## src/hw/rtl/mrtu_pkg.sv

```systemverilog
// Shared types, codes and the CRC-16 step for the Modbus RTU master engine.
`timescale 1ns / 1ps

package mrtu_pkg;

   typedef struct packed {
      logic [1:0]  op;
      logic [1:0]  kind;
      logic [7:0]  unit_id;
      logic [15:0] start_addr;
      logic [15:0] quantity;
      logic [15:0] data_word;
      logic [7:0]  rx_byte;
      logic        fault_kind;
   } mrtu_req_type;

   typedef struct packed {
      logic [1:0]  out_kind;
      logic [7:0]  tx_byte;
      logic [3:0]  reg_index;
      logic [15:0] reg_value;
      logic [3:0]  status;
      logic        last;
   } mrtu_rsp_type;

   // Item operations.
   localparam logic [1:0] OP_START = 2'd0;
   localparam logic [1:0] OP_LOAD  = 2'd1;
   localparam logic [1:0] OP_BYTE  = 2'd2;
   localparam logic [1:0] OP_FAULT = 2'd3;

   // Request kinds.
   localparam logic [1:0] KIND_RD_HOLD = 2'd0;
   localparam logic [1:0] KIND_RD_IN   = 2'd1;
   localparam logic [1:0] KIND_WRITE   = 2'd2;

   // Result kinds.
   localparam logic [1:0] OUT_TX   = 2'd0;
   localparam logic [1:0] OUT_WORD = 2'd1;
   localparam logic [1:0] OUT_STAT = 2'd2;

   // Transaction status codes.
   localparam logic [3:0] ST_OK      = 4'd0;
   localparam logic [3:0] ST_UART    = 4'd1;
   localparam logic [3:0] ST_TIMEOUT = 4'd2;
   localparam logic [3:0] ST_CRC     = 4'd3;
   localparam logic [3:0] ST_ID      = 4'd4;
   localparam logic [3:0] ST_EXC     = 4'd5;
   localparam logic [3:0] ST_FUNC    = 4'd6;
   localparam logic [3:0] ST_LEN     = 4'd7;
   localparam logic [3:0] ST_PARAM   = 4'd8;

   // Modbus function codes.
   localparam logic [7:0] FC_RD_HOLD = 8'h03;
   localparam logic [7:0] FC_RD_IN   = 8'h04;
   localparam logic [7:0] FC_WRITE   = 8'h10;
   localparam logic [7:0] EXC_BIT    = 8'h80;

   localparam logic [15:0] CRC_INIT = 16'hFFFF;
   localparam logic [15:0] CRC_POLY = 16'hA001;

   typedef struct packed {
      logic       cap_item;
      logic       start_req;
      logic       load_word;
      logic       rx_store;
      logic       rd_hi;
      logic       rd_lo;
      logic       word_clr;
      logic       word_next;
      logic       tx_next;
      logic       out_load;
      logic [1:0] out_sel;
      logic [3:0] stat_code;
   } mrtu_cmd_type;

   typedef struct packed {
      logic [1:0] op;
      logic       param_ok;
      logic       is_write;
      logic       fault_kind;
      logic       rx_done;
      logic       tx_last;
      logic       word_last;
      logic [3:0] chk_status;
   } mrtu_sts_type;

   function automatic logic [7:0] func_code(input logic [1:0] kind);
      logic [7:0] fc;
      case (kind)
         KIND_RD_HOLD: fc = FC_RD_HOLD;
         KIND_RD_IN:   fc = FC_RD_IN;
         default:      fc = FC_WRITE;
      endcase
      return fc;
   endfunction

   // One byte through the reflected CRC-16, eight shift steps.
   function automatic logic [15:0] crc_byte(input logic [15:0] crc, input logic [7:0] b);
      logic [15:0] r;
      r = crc ^ {8'h00, b};
      for (int k = 0; k < 8; k++) begin
         r = r[0] ? ((r >> 1) ^ CRC_POLY) : (r >> 1);
      end
      return r;
   endfunction

endpackage

```

## src/hw/rtl/mrtu_datapath.sv

```systemverilog
// Datapath: request registers, write buffer, receive memory, CRC and result register.
`timescale 1ns / 1ps

module mrtu_datapath #(
   parameter int MAX_REGS = 16
) (
   input  logic                 clock,
   input  logic                 reset,
   input  mrtu_pkg::mrtu_req_type req_data,
   input  mrtu_pkg::mrtu_cmd_type cmd,
   output mrtu_pkg::mrtu_sts_type sts,
   output mrtu_pkg::mrtu_rsp_type rsp_data
);
   import mrtu_pkg::*;

   localparam int RX_DEPTH = 5 + 2 * MAX_REGS;
   localparam int RXW = $clog2(RX_DEPTH + 2);
   localparam int RXA = $clog2(RX_DEPTH);
   localparam int TXW = $clog2(9 + 2 * MAX_REGS);
   localparam int QW  = $clog2(MAX_REGS + 1);
   localparam int WIW = (MAX_REGS > 1) ? $clog2(MAX_REGS) : 1;

   mrtu_req_type  item_ff;
   logic [1:0]    kind_ff;
   logic [7:0]    tid_ff;
   logic [15:0]   addr_ff;
   logic [QW-1:0] cnt_ff;
   logic [15:0]   words_ff [MAX_REGS];
   logic [QW-1:0] loaded_ff;
   logic [RXW-1:0] rx_cnt_ff;
   logic [15:0]   rx_crc_ff;
   logic [7:0]    rx_mem [RX_DEPTH];
   logic [7:0]    rd_data_ff;
   logic [7:0]    hi_ff;
   logic [7:0]    b0_ff, b1_ff, b2_ff, b3_ff, b4_ff, b5_ff;
   logic [7:0]    prev1_ff, prev2_ff;
   logic [TXW-1:0] tx_cnt_ff;
   logic [15:0]   tx_crc_ff;
   logic [QW-1:0] wi_ff;
   mrtu_rsp_type  rsp_ff;

   logic           is_write;
   logic [RXW-1:0] exp_len;
   logic [TXW-1:0] body_len;
   logic [TXW-1:0] wsel;
   logic [WIW-1:0] widx;
   logic [15:0]    tx_word;
   logic [7:0]     tx_byte;
   logic [RXW-1:0] rd_addr;
   logic [3:0]     chk;
   mrtu_rsp_type   rsp_in;

   assign is_write = (kind_ff == KIND_WRITE);
   assign exp_len  = is_write ? RXW'(8) : RXW'(5 + 2 * int'(cnt_ff));
   assign body_len = is_write ? TXW'(7 + 2 * int'(cnt_ff)) : TXW'(6);
   assign wsel     = tx_cnt_ff - TXW'(7);
   assign widx     = WIW'(wsel >> 1);
   assign tx_word  = words_ff[widx];

   always_comb begin
      case (tx_cnt_ff)
         TXW'(0): tx_byte = tid_ff;
         TXW'(1): tx_byte = func_code(kind_ff);
         TXW'(2): tx_byte = addr_ff[15:8];
         TXW'(3): tx_byte = addr_ff[7:0];
         TXW'(4): tx_byte = 8'h00;
         TXW'(5): tx_byte = 8'(cnt_ff);
         TXW'(6): tx_byte = is_write ? 8'(2 * int'(cnt_ff)) : tx_crc_ff[7:0];
         default: begin
            if (tx_cnt_ff < body_len) begin
               tx_byte = wsel[0] ? tx_word[7:0] : tx_word[15:8];
            end else if (tx_cnt_ff == body_len) begin
               tx_byte = tx_crc_ff[7:0];
            end else begin
               tx_byte = tx_crc_ff[15:8];
            end
         end
      endcase
   end

   // Response checks, in priority order.
   always_comb begin
      if ({prev1_ff, prev2_ff} != rx_crc_ff) begin
         chk = ST_CRC;
      end else if (b0_ff != tid_ff) begin
         chk = ST_ID;
      end else if ((b1_ff & EXC_BIT) != 8'h00) begin
         chk = ST_EXC;
      end else if (b1_ff != func_code(kind_ff)) begin
         chk = ST_FUNC;
      end else if (is_write) begin
         chk = ({b2_ff, b3_ff} != addr_ff || {b4_ff, b5_ff} != 16'(cnt_ff)) ? ST_LEN : ST_OK;
      end else begin
         chk = (b2_ff != 8'(2 * int'(cnt_ff))) ? ST_LEN : ST_OK;
      end
   end

   assign sts.op         = item_ff.op;
   assign sts.param_ok   = (item_ff.kind <= KIND_WRITE) && (item_ff.quantity != 16'd0)
                           && (item_ff.quantity <= 16'(MAX_REGS));
   assign sts.is_write   = is_write;
   assign sts.fault_kind = item_ff.fault_kind;
   assign sts.rx_done    = ((rx_cnt_ff + RXW'(1)) >= exp_len);
   assign sts.tx_last    = (tx_cnt_ff == body_len + TXW'(1));
   assign sts.word_last  = (wi_ff == cnt_ff - QW'(1));
   assign sts.chk_status = chk;

   assign rd_addr = RXW'(3 + 2 * int'(wi_ff)) + (cmd.rd_lo ? RXW'(1) : RXW'(0));

   always_comb begin
      rsp_in = '0;
      rsp_in.out_kind = cmd.out_sel;
      case (cmd.out_sel)
         OUT_TX: begin
            rsp_in.tx_byte = tx_byte;
            rsp_in.last    = sts.tx_last;
         end
         OUT_WORD: begin
            rsp_in.reg_index = 4'(wi_ff);
            rsp_in.reg_value = {hi_ff, rd_data_ff};
         end
         default: begin
            rsp_in.status = cmd.stat_code;
            rsp_in.last   = 1'b1;
         end
      endcase
   end

   always_ff @(posedge clock) begin
      if (reset) begin
         kind_ff   <= '0;
         tid_ff    <= '0;
         addr_ff   <= '0;
         cnt_ff    <= '0;
         loaded_ff <= '0;
         rx_cnt_ff <= '0;
         rx_crc_ff <= CRC_INIT;
         for (int i = 0; i < MAX_REGS; i++) begin
            words_ff[i] <= '0;
         end
      end else begin
         if (cmd.start_req) begin
            kind_ff   <= item_ff.kind;
            tid_ff    <= item_ff.unit_id;
            addr_ff   <= item_ff.start_addr;
            cnt_ff    <= QW'(item_ff.quantity);
            rx_cnt_ff <= '0;
            rx_crc_ff <= CRC_INIT;
            if (item_ff.kind == KIND_WRITE) begin
               loaded_ff <= '0;
            end
         end
         if (cmd.load_word && loaded_ff < QW'(MAX_REGS)) begin
            words_ff[WIW'(loaded_ff)] <= item_ff.data_word;
            loaded_ff <= loaded_ff + QW'(1);
         end
         if (cmd.rx_store) begin
            // The last two bytes carry the CRC and stay out of the running sum.
            if (rx_cnt_ff + RXW'(2) < exp_len) begin
               rx_crc_ff <= crc_byte(rx_crc_ff, item_ff.rx_byte);
            end
            rx_cnt_ff <= rx_cnt_ff + RXW'(1);
         end
      end
   end

   always_ff @(posedge clock) begin
      if (cmd.cap_item) begin
         item_ff <= req_data;
      end
      if (cmd.rx_store) begin
         rx_mem[RXA'(rx_cnt_ff)] <= item_ff.rx_byte;
         prev1_ff <= item_ff.rx_byte;
         prev2_ff <= prev1_ff;
         if (rx_cnt_ff == RXW'(0)) b0_ff <= item_ff.rx_byte;
         if (rx_cnt_ff == RXW'(1)) b1_ff <= item_ff.rx_byte;
         if (rx_cnt_ff == RXW'(2)) b2_ff <= item_ff.rx_byte;
         if (rx_cnt_ff == RXW'(3)) b3_ff <= item_ff.rx_byte;
         if (rx_cnt_ff == RXW'(4)) b4_ff <= item_ff.rx_byte;
         if (rx_cnt_ff == RXW'(5)) b5_ff <= item_ff.rx_byte;
      end
      if (cmd.rd_hi || cmd.rd_lo) begin
         rd_data_ff <= rx_mem[RXA'(rd_addr)];
      end
      if (cmd.rd_lo) begin
         hi_ff <= rd_data_ff;
      end
      if (cmd.start_req) begin
         tx_cnt_ff <= '0;
         tx_crc_ff <= CRC_INIT;
      end else if (cmd.tx_next) begin
         if (tx_cnt_ff < body_len) begin
            tx_crc_ff <= crc_byte(tx_crc_ff, tx_byte);
         end
         tx_cnt_ff <= tx_cnt_ff + TXW'(1);
      end
      if (cmd.word_clr) begin
         wi_ff <= '0;
      end else if (cmd.word_next) begin
         wi_ff <= wi_ff + QW'(1);
      end
      if (cmd.out_load) begin
         rsp_ff <= rsp_in;
      end
   end

   assign rsp_data = rsp_ff;

endmodule

```

## src/hw/rtl/mrtu_controller.sv

```systemverilog
// Controller: transaction sequencing and result handshake.
`timescale 1ns / 1ps

module mrtu_controller (
   input  logic                   clock,
   input  logic                   reset,
   input  logic                   req_valid,
   output logic                   req_ready,
   output logic                   rsp_valid,
   input  logic                   rsp_ready,
   input  mrtu_pkg::mrtu_sts_type sts,
   output mrtu_pkg::mrtu_cmd_type cmd
);
   import mrtu_pkg::*;

   localparam logic [2:0] S_IDLE  = 3'd0;
   localparam logic [2:0] S_EXEC  = 3'd1;
   localparam logic [2:0] S_TX    = 3'd2;
   localparam logic [2:0] S_CHECK = 3'd3;
   localparam logic [2:0] S_RDH   = 3'd4;
   localparam logic [2:0] S_RDL   = 3'd5;
   localparam logic [2:0] S_WORD  = 3'd6;
   localparam logic [2:0] S_STAT  = 3'd7;

   logic [2:0] state_ff, state_in;
   logic       phase_ff, phase_in;
   logic [3:0] stat_ff, stat_in;
   logic       valid_ff, valid_in;
   logic       out_free;

   assign out_free  = !valid_ff || rsp_ready;
   assign req_ready = (state_ff == S_IDLE);
   assign rsp_valid = valid_ff;

   always_comb begin
      state_in = state_ff;
      phase_in = phase_ff;
      stat_in  = stat_ff;
      cmd      = '0;
      cmd.stat_code = stat_ff;
      unique case (state_ff)
         S_IDLE: begin
            if (req_valid) begin
               cmd.cap_item = 1'b1;
               state_in = S_EXEC;
            end
         end
         S_EXEC: begin
            unique case (sts.op)
               OP_START: begin
                  if (sts.param_ok) begin
                     cmd.start_req = 1'b1;
                     phase_in = 1'b1;
                     state_in = S_TX;
                  end else begin
                     stat_in  = ST_PARAM;
                     state_in = S_STAT;
                  end
               end
               OP_LOAD: begin
                  cmd.load_word = 1'b1;
                  state_in = S_IDLE;
               end
               OP_BYTE: begin
                  state_in = S_IDLE;
                  if (phase_ff) begin
                     cmd.rx_store = 1'b1;
                     if (sts.rx_done) begin
                        phase_in = 1'b0;
                        state_in = S_CHECK;
                     end
                  end
               end
               default: begin
                  state_in = S_IDLE;
                  if (phase_ff) begin
                     stat_in  = sts.fault_kind ? ST_TIMEOUT : ST_UART;
                     phase_in = 1'b0;
                     state_in = S_STAT;
                  end
               end
            endcase
         end
         S_TX: begin
            cmd.out_sel = OUT_TX;
            if (out_free) begin
               cmd.out_load = 1'b1;
               cmd.tx_next  = 1'b1;
               if (sts.tx_last) state_in = S_IDLE;
            end
         end
         S_CHECK: begin
            if (sts.chk_status == ST_OK && !sts.is_write) begin
               cmd.word_clr = 1'b1;
               state_in = S_RDH;
            end else begin
               stat_in  = sts.chk_status;
               state_in = S_STAT;
            end
         end
         S_RDH: begin
            cmd.rd_hi = 1'b1;
            state_in = S_RDL;
         end
         S_RDL: begin
            cmd.rd_lo = 1'b1;
            state_in = S_WORD;
         end
         S_WORD: begin
            cmd.out_sel = OUT_WORD;
            if (out_free) begin
               cmd.out_load  = 1'b1;
               cmd.word_next = 1'b1;
               if (sts.word_last) begin
                  stat_in  = ST_OK;
                  state_in = S_STAT;
               end else begin
                  state_in = S_RDH;
               end
            end
         end
         default: begin
            cmd.out_sel = OUT_STAT;
            if (out_free) begin
               cmd.out_load = 1'b1;
               state_in = S_IDLE;
            end
         end
      endcase
      valid_in = cmd.out_load ? 1'b1 : (rsp_ready ? 1'b0 : valid_ff);
   end

   always_ff @(posedge clock) begin
      if (reset) begin
         state_ff <= S_IDLE;
         phase_ff <= 1'b0;
         stat_ff  <= ST_OK;
         valid_ff <= 1'b0;
      end else begin
         state_ff <= state_in;
         phase_ff <= phase_in;
         stat_ff  <= stat_in;
         valid_ff <= valid_in;
      end
   end

   // A pending result is never overwritten before it is taken.
   assert property (@(posedge clock) disable iff (reset)
      cmd.out_load |-> out_free)
      else $error("result register overwritten");

   // The response check always runs with the transaction already closed.
   assert property (@(posedge clock) disable iff (reset)
      (state_ff == S_CHECK) |-> !phase_ff)
      else $error("check with transaction still open");

   // Register words are only sent after a completed response.
   assert property (@(posedge clock) disable iff (reset)
      (state_ff == S_WORD) |-> (!phase_ff && !sts.is_write))
      else $error("word emitted outside a read response");

   // Frame bytes only go out while a transaction is open.
   assert property (@(posedge clock) disable iff (reset)
      (state_ff == S_TX) |-> phase_ff)
      else $error("frame byte without open transaction");

endmodule

```

## src/hw/rtl/modbus_rtu_master_engine.sv

```systemverilog
// Top level of the Modbus RTU master engine.
`timescale 1ns / 1ps

// Modbus RTU master. Each input item is handled one at a time: an item is
// captured in the idle state and run in the execute state; then a start
// request streams its frame bytes one per cycle while the output is free
// (8 bytes for a read, 9 + 2q for a write), and a completed response streams
// its register words, each read high then low byte via the single read port
// of the receive byte memory. A received byte that does not complete a
// response returns to idle from the execute state. Results leave through an
// output register, so the next item is taken while the final result of the
// previous one still waits. Up to MAX_REGS (1 to 16) registers per request;
// the write buffer resets to zero, the receive buffer needs no clearing.

module modbus_rtu_master_engine #(
   parameter int MAX_REGS = 16
) (
   input  logic                   clock,
   input  logic                   reset,
   input  logic                   req_valid,
   output logic                   req_ready,
   input  mrtu_pkg::mrtu_req_type req_data,
   output logic                   rsp_valid,
   input  logic                   rsp_ready,
   output mrtu_pkg::mrtu_rsp_type rsp_data
);
   import mrtu_pkg::*;

   mrtu_cmd_type cmd;
   mrtu_sts_type sts;

   mrtu_controller u_ctrl (
      .clock     (clock),
      .reset     (reset),
      .req_valid (req_valid),
      .req_ready (req_ready),
      .rsp_valid (rsp_valid),
      .rsp_ready (rsp_ready),
      .sts       (sts),
      .cmd       (cmd)
   );

   mrtu_datapath #(
      .MAX_REGS (MAX_REGS)
   ) u_dp (
      .clock    (clock),
      .reset    (reset),
      .req_data (req_data),
      .cmd      (cmd),
      .sts      (sts),
      .rsp_data (rsp_data)
   );

endmodule

```

## config.mk

```make
export PLATFORM = sky130hd
export DESIGN_NAME = modbus_rtu_master_engine
export DESIGN_NICKNAME = d
export VERILOG_FILES = /design/src/hw/rtl/mrtu_pkg.sv /design/src/hw/rtl/mrtu_datapath.sv /design/src/hw/rtl/mrtu_controller.sv /design/src/hw/rtl/modbus_rtu_master_engine.sv
export SDC_FILE = /design/constraint.sdc
export NUM_CORES = 1
export LEC_CHECK = 0
export BUFFER_PORTS_ARGS = -buffer_cell sky130_fd_sc_hd__buf_2
export CAP_MARGIN = 10
export CORE_MARGIN = 8
export CORE_UTILIZATION = 50
export DETAILED_ROUTE_END_ITERATION = 7
export PLACE_DENSITY_LB_ADDON = 0.2
export SYNTH_ARGS = -nofsm -noshare
export SYNTH_HDL_FRONTEND = slang
export SYNTH_SLANG_ARGS = --single-unit
```

## constraint.sdc

```tcl
create_clock -name clock -period 6.02 [get_ports clock]
set_input_delay 1.806 -clock clock [delete_from_list [all_inputs] [get_ports clock]]
set_output_delay 1.806 -clock clock [all_outputs]
set_load 0.02 [all_outputs]
```

-- Word level (Yosys, flattened, before mapping)
Memory sizes are Yosys's and may differ from the RTL's. A register that Yosys moved wholly into a read port is not among the register bits.
Cells that the tools add are included.
- flip-flop bits (word level): 270
- RAM bits: 552
- output and inout port bits: 37
- logic and storage cells: 254
- memories: 2
- add/sub/neg operators: 12
- $lt $le $gt $ge: 6
- eq/ne operators: 42
- multiplexer cells: 98
- bitwise gates (word level): 19
- reduce and logical (&&, ||, !) cells: 38
- memories (name ; words ; bits a word ; read ports ; clocked after Yosys merged registers in ; wr ports ; line ; source):
    u_dp.rx_mem ; 37 ; 8 ; 1 ; 1 ; 1 ; mrtu_datapath.sv:32 ; logic [7:0] rx_mem [RX_DEPTH];
    u_dp.words_ff ; 16 ; 16 ; 1 ; 0 ; 16 ; mrtu_datapath.sv:28 ; logic [15:0] words_ff [MAX_REGS];
- operators with widths (cell ; count):
    16-bit two-way mux ; 20
    8-bit two-way mux ; 7
    8-bit case mux with 7 select lines ; 1
    2-bit NOT with 3-bit output ; 16
    4-bit two-way mux ; 11
    3-bit two-way mux ; 11
    16-bit inequality test ; 2
    16-bit by 8-bit XOR with 16-bit output ; 2
    6-bit by 3-bit equality test with 1-bit output, second input constant ; 5
    1-bit two-way mux ; 28
    6-bit by 2-bit equality test with 1-bit output, second input constant ; 4
    6-bit two-way mux ; 4
    3-bit case mux with 7 select lines ; 1
    6-bit by 1-bit adder with 6-bit output, second input constant ; 3
    3-bit case mux with 3 select lines ; 2
    16-bit by 5-bit <= comparator with 1-bit output, second input constant ; 1
    16-bit by 5-bit inequality test with 1-bit output ; 1
    8-bit inequality test ; 2
    2-bit AND reduction ; 8
    16-bit nonzero test ; 1
    16-bit OR reduction ; 1
    5-bit two-way mux ; 3
    3-bit by 6-bit adder with 6-bit output, first input constant ; 2
    6-bit by 1-bit equality test with 1-bit output, second input constant ; 2
    44 further kinds ; 77

-- Logic depth before layout (Yosys ltp)
- depth in word-level cells: 23
- gate-level depth with buffers: 18
- gate-level depth less buffers: 17

-- Modules after synthesis
From an unflattened synthesis, not the netlist that was laid out.
- cell total of the unflattened synthesis: 2424
- area, all modules: 36453.7 µm²
- modules (own cells, without submodules) (module ; times used ; cells an instance ; area an instance (µm²) ; seq. area each (µm²)):
    mrtu_datapath ; 1 ; 2314 ; 35668.0 ; 23802.8
    mrtu_controller ; 1 ; 110 ; 785.8 ; 180.2

-- Worst setup path before layout
No wires, ideal clock.
- path kind: register -> register
- from: register u_dp.cnt_ff[0]
- to: register u_dp.tx_crc_ff[0]
- setup time: 0.070 ns
- arrival time: 4.282 ns
- required time: 5.950 ns
- slack: 1.668 ns
- stages on the path, launching flop included: 18
- clock period less this slack: 4.352 ns
- path through: dfxtp_1 -> clkbuf_1 -> inv_1 -> ha_1 -> xnor2_1 -> nand2_1 -> ha_1 -> nand3_1 -> nor2_1 -> mux2_2 -> a21oi_1 -> o21ai_0 -> o211ai_2 -> xor2_2 -> xnor2_1 -> xnor3_2 -> xnor3_1 -> a21oi_1
- cells in the longest elaborated chain, start to end: 16
- RTL lines (item ; line ; source):
    start, declared ; mrtu_datapath.sv:27 ; logic [QW-1:0] cnt_ff;
    start signal, assigned ; mrtu_datapath.sv:146 ; cnt_ff <= QW'(item_ff.quantity);
    branches (longest 16 deep; another with 3-bit by 6-bit adder with 6-bit output) ; -- ;
    end signal, assigned ; mrtu_datapath.sv:193 ; tx_crc_ff <= crc_byte(tx_crc_ff, tx_byte);
    end, declared ; mrtu_datapath.sv:38 ; logic [15:0] tx_crc_ff;
Several ways; the timed one is not identified.
A chain may end at the register's enable or synchronous reset.

-- Final worst setup path
- from: register u_dp.tx_cnt_ff[1]
- to: register u_dp.tx_crc_ff[0]
- cells in the longest elaborated chain, start to end: 15
- RTL lines (item ; line ; source):
    start, declared ; mrtu_datapath.sv:37 ; logic [TXW-1:0] tx_cnt_ff;
    start signal, assigned ; mrtu_datapath.sv:195 ; tx_cnt_ff <= tx_cnt_ff + TXW'(1);
    5-bit by 3-bit subtractor with 5-bit output ; mrtu_datapath.sv:56 ; assign wsel = tx_cnt_ff - TXW'(7);
    memory 16 x 16 bit ; -- ;
    8-bit two-way mux ; mrtu_datapath.sv:71 ; tx_byte = wsel[0] ? tx_word[7:0] : tx_word[15:8];
    8-bit two-way mux ; mrtu_datapath.sv:70 ; if (tx_cnt_ff < body_len) begin
    8-bit case mux with 7 select lines ; mrtu_datapath.sv:61 ; case (tx_cnt_ff)
    16-bit by 8-bit XOR with 16-bit output ; mrtu_pkg.sv:101 ; r = crc ^ {8'h00, b};
    16-bit two-way mux / 2-bit NOT with 3-bit output (equally long branches) (6 in series) ; -- ;
    2-bit NOT with 3-bit output (no line) / 16-bit two-way mux (equally long branches) ; -- ;
    16-bit two-way mux (2 in series) ; mrtu_pkg.sv:103 ; r = r[0] ? ((r >> 1) ^ CRC_POLY) : (r >> 1);
Parallel ways exist; a longest one is shown, timed or not.

==> run_results.csv <==
group,metric,value,unit
synth,syn_area,36310,sq um
clocking,numClockSinks,830,
grt,grt_pass1_vias,21830,
run_status,status,"completed",
grt,grt_usage,0.2349,
clocking,cts-root-buf,"clkbuf_16",
route,drc,0,
die,ios,110,
clocking,cts_hold_buf,0,
clocking,cts_resized,0,
route,vias,22020,
route,detail_route.wl_per_cell,26.51,um
clocking,clk_pin_slew,0.06,ns
worst_setup_path,cp_max_fo,14,
sta,fmax,200.3,MHz
worst_setup_path,crit_slowest_cell,"ha_1",
grt,globalRoute.totalOverflow,0,
worst_setup_path,crit_chain,"ha_1 > xor2_4 > buf_4 > mux4_2 > a22oi_1 > nand4_1 > a31oi_1 > xnor2_1 > xnor2_1 > xnor3_2 > xnor3_1 > a21oi_1",
route,vias_per_cell,5.995,
synth,synth_edf_count,736,
die,core_area,72460,sq um
placement,dp_slack,1.143,ns
sta,skew,0.03880,ns
grt,grt_max_degree,58,
synth,synthesis.nets,2646,
synth,synth_area_leaders,"edfxtp_1 61%, mux4_2 7.3%, dfxtp_1 5.2%, and2_1 5.1%, nand2_1 2.2%",
clocking,clk_path_buf_depth,3,
worst_setup_path,crit_family,"XOR/XNOR gates",
sta,slew_violations,0,
route,wirelength,97360,um
job,cap_violations,0,
worst_setup_path,max_stage_delay,0.66,ns
placement,numPortBuffers,109,
sta,maxSlewHeadroom,0.2238,
route,drtIter0Drc,2355,
clocking,htreeDepth,3,
worst_setup_path,crit_path_start_kind,"flop",
synth,ys_seq_area_frac,0.6604,
worst_setup_path,crit_path_end_kind,"flop",
sta,tns,0,ns
sta,rsz0062_at_grt,"no",
power_and_ir_drop,swShare,0.2837,
sta,post-route-period-util,0.8293,
sta,timing.final.ws_setup,1.028,ns
route,ant_nets,0,
synth,synth_top_area_frac,0.6086,
hold_path,holdCritPathClass,"flop to flop",
clocking,post_cts.repair.setup_buffers,0,
die,start_util,0.5011,
worst_setup_path,crit_type,"flop to flop",
finish,finalNetCount,2765,
synth,synth_area_leader_cell,"edfxtp_1",
sta,setup_violations,0,
synth,ys_seq_elements,830,
power_and_ir_drop,power_switching,4.278,mW
grt,antenna_found_initial,1,
finish,layout-drive-gt1-share,0.1732,
sta,finalCriticalPeriod,4.992,ns
power_and_ir_drop,intPower,10.80,mW
sta,tightestPinTransition,1.163,ns
power_and_ir_drop,combPwrFrac,0.208,
sta,hold_viol_final,0,
synth,netlist-cell-type-count,83,
power_and_ir_drop,power_frac_seq,0.450,
power_and_ir_drop,p_per_area,369.9,nW/um^2
die,rows,99,
synth,syn_avg_cell_area,14.38,sq um
die,dieWidth,285.5,um
grt,grt_pass1_wl,144600,um
power_and_ir_drop,pwr-share-clk,0.342,
power_and_ir_drop,max-vdd-ir-drop,0.4046,mV
synth,yosys_warnings,0,
clocking,cts_made_buffers,87,
worst_setup_path,critical_path_arrival,5.52,ns
worst_setup_path,crit_top_cell,"xnor2_1",
placement,gp_congestion,0.9698,
synth,synthArstFlopShare,0,
clocking,clk_latency,0.63,ns
synth,synthCells,2526,
synth,postSynth.topFlopCell,"edfxtp_1",
clocking,cts_tree,"built",
finish,areaGrowthSynthToFinish,12.28,%
power_and_ir_drop,power.static_leakage,14.04,nW
route,first_pass_iters,7,
placement,post-dp-hpwl,65340,um
die,die_y,285.5,um
worst_setup_path,required,6.55,ns
die,die_area,81510,sq um
worst_setup_path,path_buf_inv,1,
==> final cells by class <==
class	instances	area (sq um)
diodes	1	2.502
clock buffers	122	2381
clock inverters	35	319.1
fillers	5746	31690
inverters	23	88.84
multi-input cells	1521	11690
flip-flops and latches	830	23980
well taps	959	1200
repair buffers	182	1106
==> registers in the layout (all words and copies together) (netlist names), 16 cells and up <==
name / cells
u_dp.rsp_data: 35
u_dp.tx_crc_ff: 16
u_dp.words_ff: 256
u_dp.addr_ff: 16
u_dp.rx_mem: 296
u_dp.item_ff: 66
u_dp.rx_crc_ff: 16
==> layout by cell type, fill, tap and decap left out, types with 72 or more instances in the layout <==
| master | n |
|---|---|
| nor2_1 | 117 |
| a21oi_1 | 84 |
| nand2_1 | 215 |
| edfxtp_1 | 736 |
| buf_4 | 72 |
| buf_2 | 109 |
| xnor2_1 | 83 |
| dfxtp_1 | 93 |
| clkbuf_16 | 89 |
| mux4_2 | 118 |
| and2_1 | 293 |
==> per-layer routing <==
layer,wire [um],GRT usage,part of all wire
met5,0,0,0
met4,2639,0.06560,0.027
met3,7014,0.03388,0.072
met2,46760,0.3867,0.48
met1,40950,0.3268,0.42
==> path summary, 6_finish.rpt <==
| check | startpoint | end | slack, ns | cells after the start |
|---|---|---|---|---|
| setup / recovery | u_dp.tx_cnt_ff[1] | u_dp.tx_crc_ff[0] | 1.03 | 12 |
| hold / removal | u_dp.rd_data_ff[4] | u_dp.hi_ff[4] | 0.45 | 0 |
| setup reg to reg | u_dp.tx_cnt_ff[1] | u_dp.tx_crc_ff[0] | 1.03 | 12 |
| hold reg to reg | u_dp.rd_data_ff[4] | u_dp.hi_ff[4] | 0.45 | 0 |
==> power by group through the flow <==
stage	Combinational (mW)	Clock (mW)	Sequential, mW
4_1_cts	3.12	5.24	6.79
2_1_floorplan	2.18	0	6.82
3_5_place_dp	3.07	0	6.91
3_3_place_gp	3.02	0	6.91
6_report	3.13	5.16	6.79
5_1_grt	3.32	5.45	6.81
==> through the flow <==
step,cells,hold slack (ns),power [mW],cell area [sq um],utilization
2_1_floorplan,2526,0.4174,8.995,36310,-
3_3_place_gp,3515,0.4467,9.931,38070,0.5254
3_5_place_dp,3515,0.4333,9.977,38070,0.5254
4_1_cts,3672,0.4474,15.15,40770,0.5626
5_1_grt,3672,0.4749,15.58,40770,0.5626
6_report,3673,0.4458,15.08,40770,0.5627
==> synth_stat cells (4+ instances only) <==
cell type,n
buf_1,13
a211oi_1,22
o2111ai_1,4
clkbuf_1,117
o21ai_0,58
nand4_1,31
nand2_1,216
mux2_2,12
and3_1,21
nand2b_1,12
a311oi_1,4
nand3b_1,5
o31ai_1,11
o22ai_1,5
nor2b_1,28
and2_1,294
buf_2,19
or2_2,7
o211ai_1,10
nor3_1,29
a21o_1,5
a211o_1,4
o21a_1,5
ha_1,47
xor2_1,44
mux2i_1,67
a22oi_1,8
mux4_2,118
a32oi_1,6
nor2_1,119
dfxtp_1,94
xnor2_1,84
nor4_1,12
or4_1,4
a21oi_1,84
inv_1,21
nand3_1,62
or3_1,5
a31oi_1,10
a2111oi_0,5
edfxtp_1,736
==> logic make-up after synthesis <==
| logic type | share of synthesized area |
|---|---|
| compound gates | 0.05155 |
| xor+xnor | 0.03456 |
| fa+ha+maj | 0.01619 |
| buf+inv | 0.01926 |
| flops | 0.6604 |
| mux | 0.09568 |
| simple gates | 0.1223 |
(Power assumes the default switching activity.)
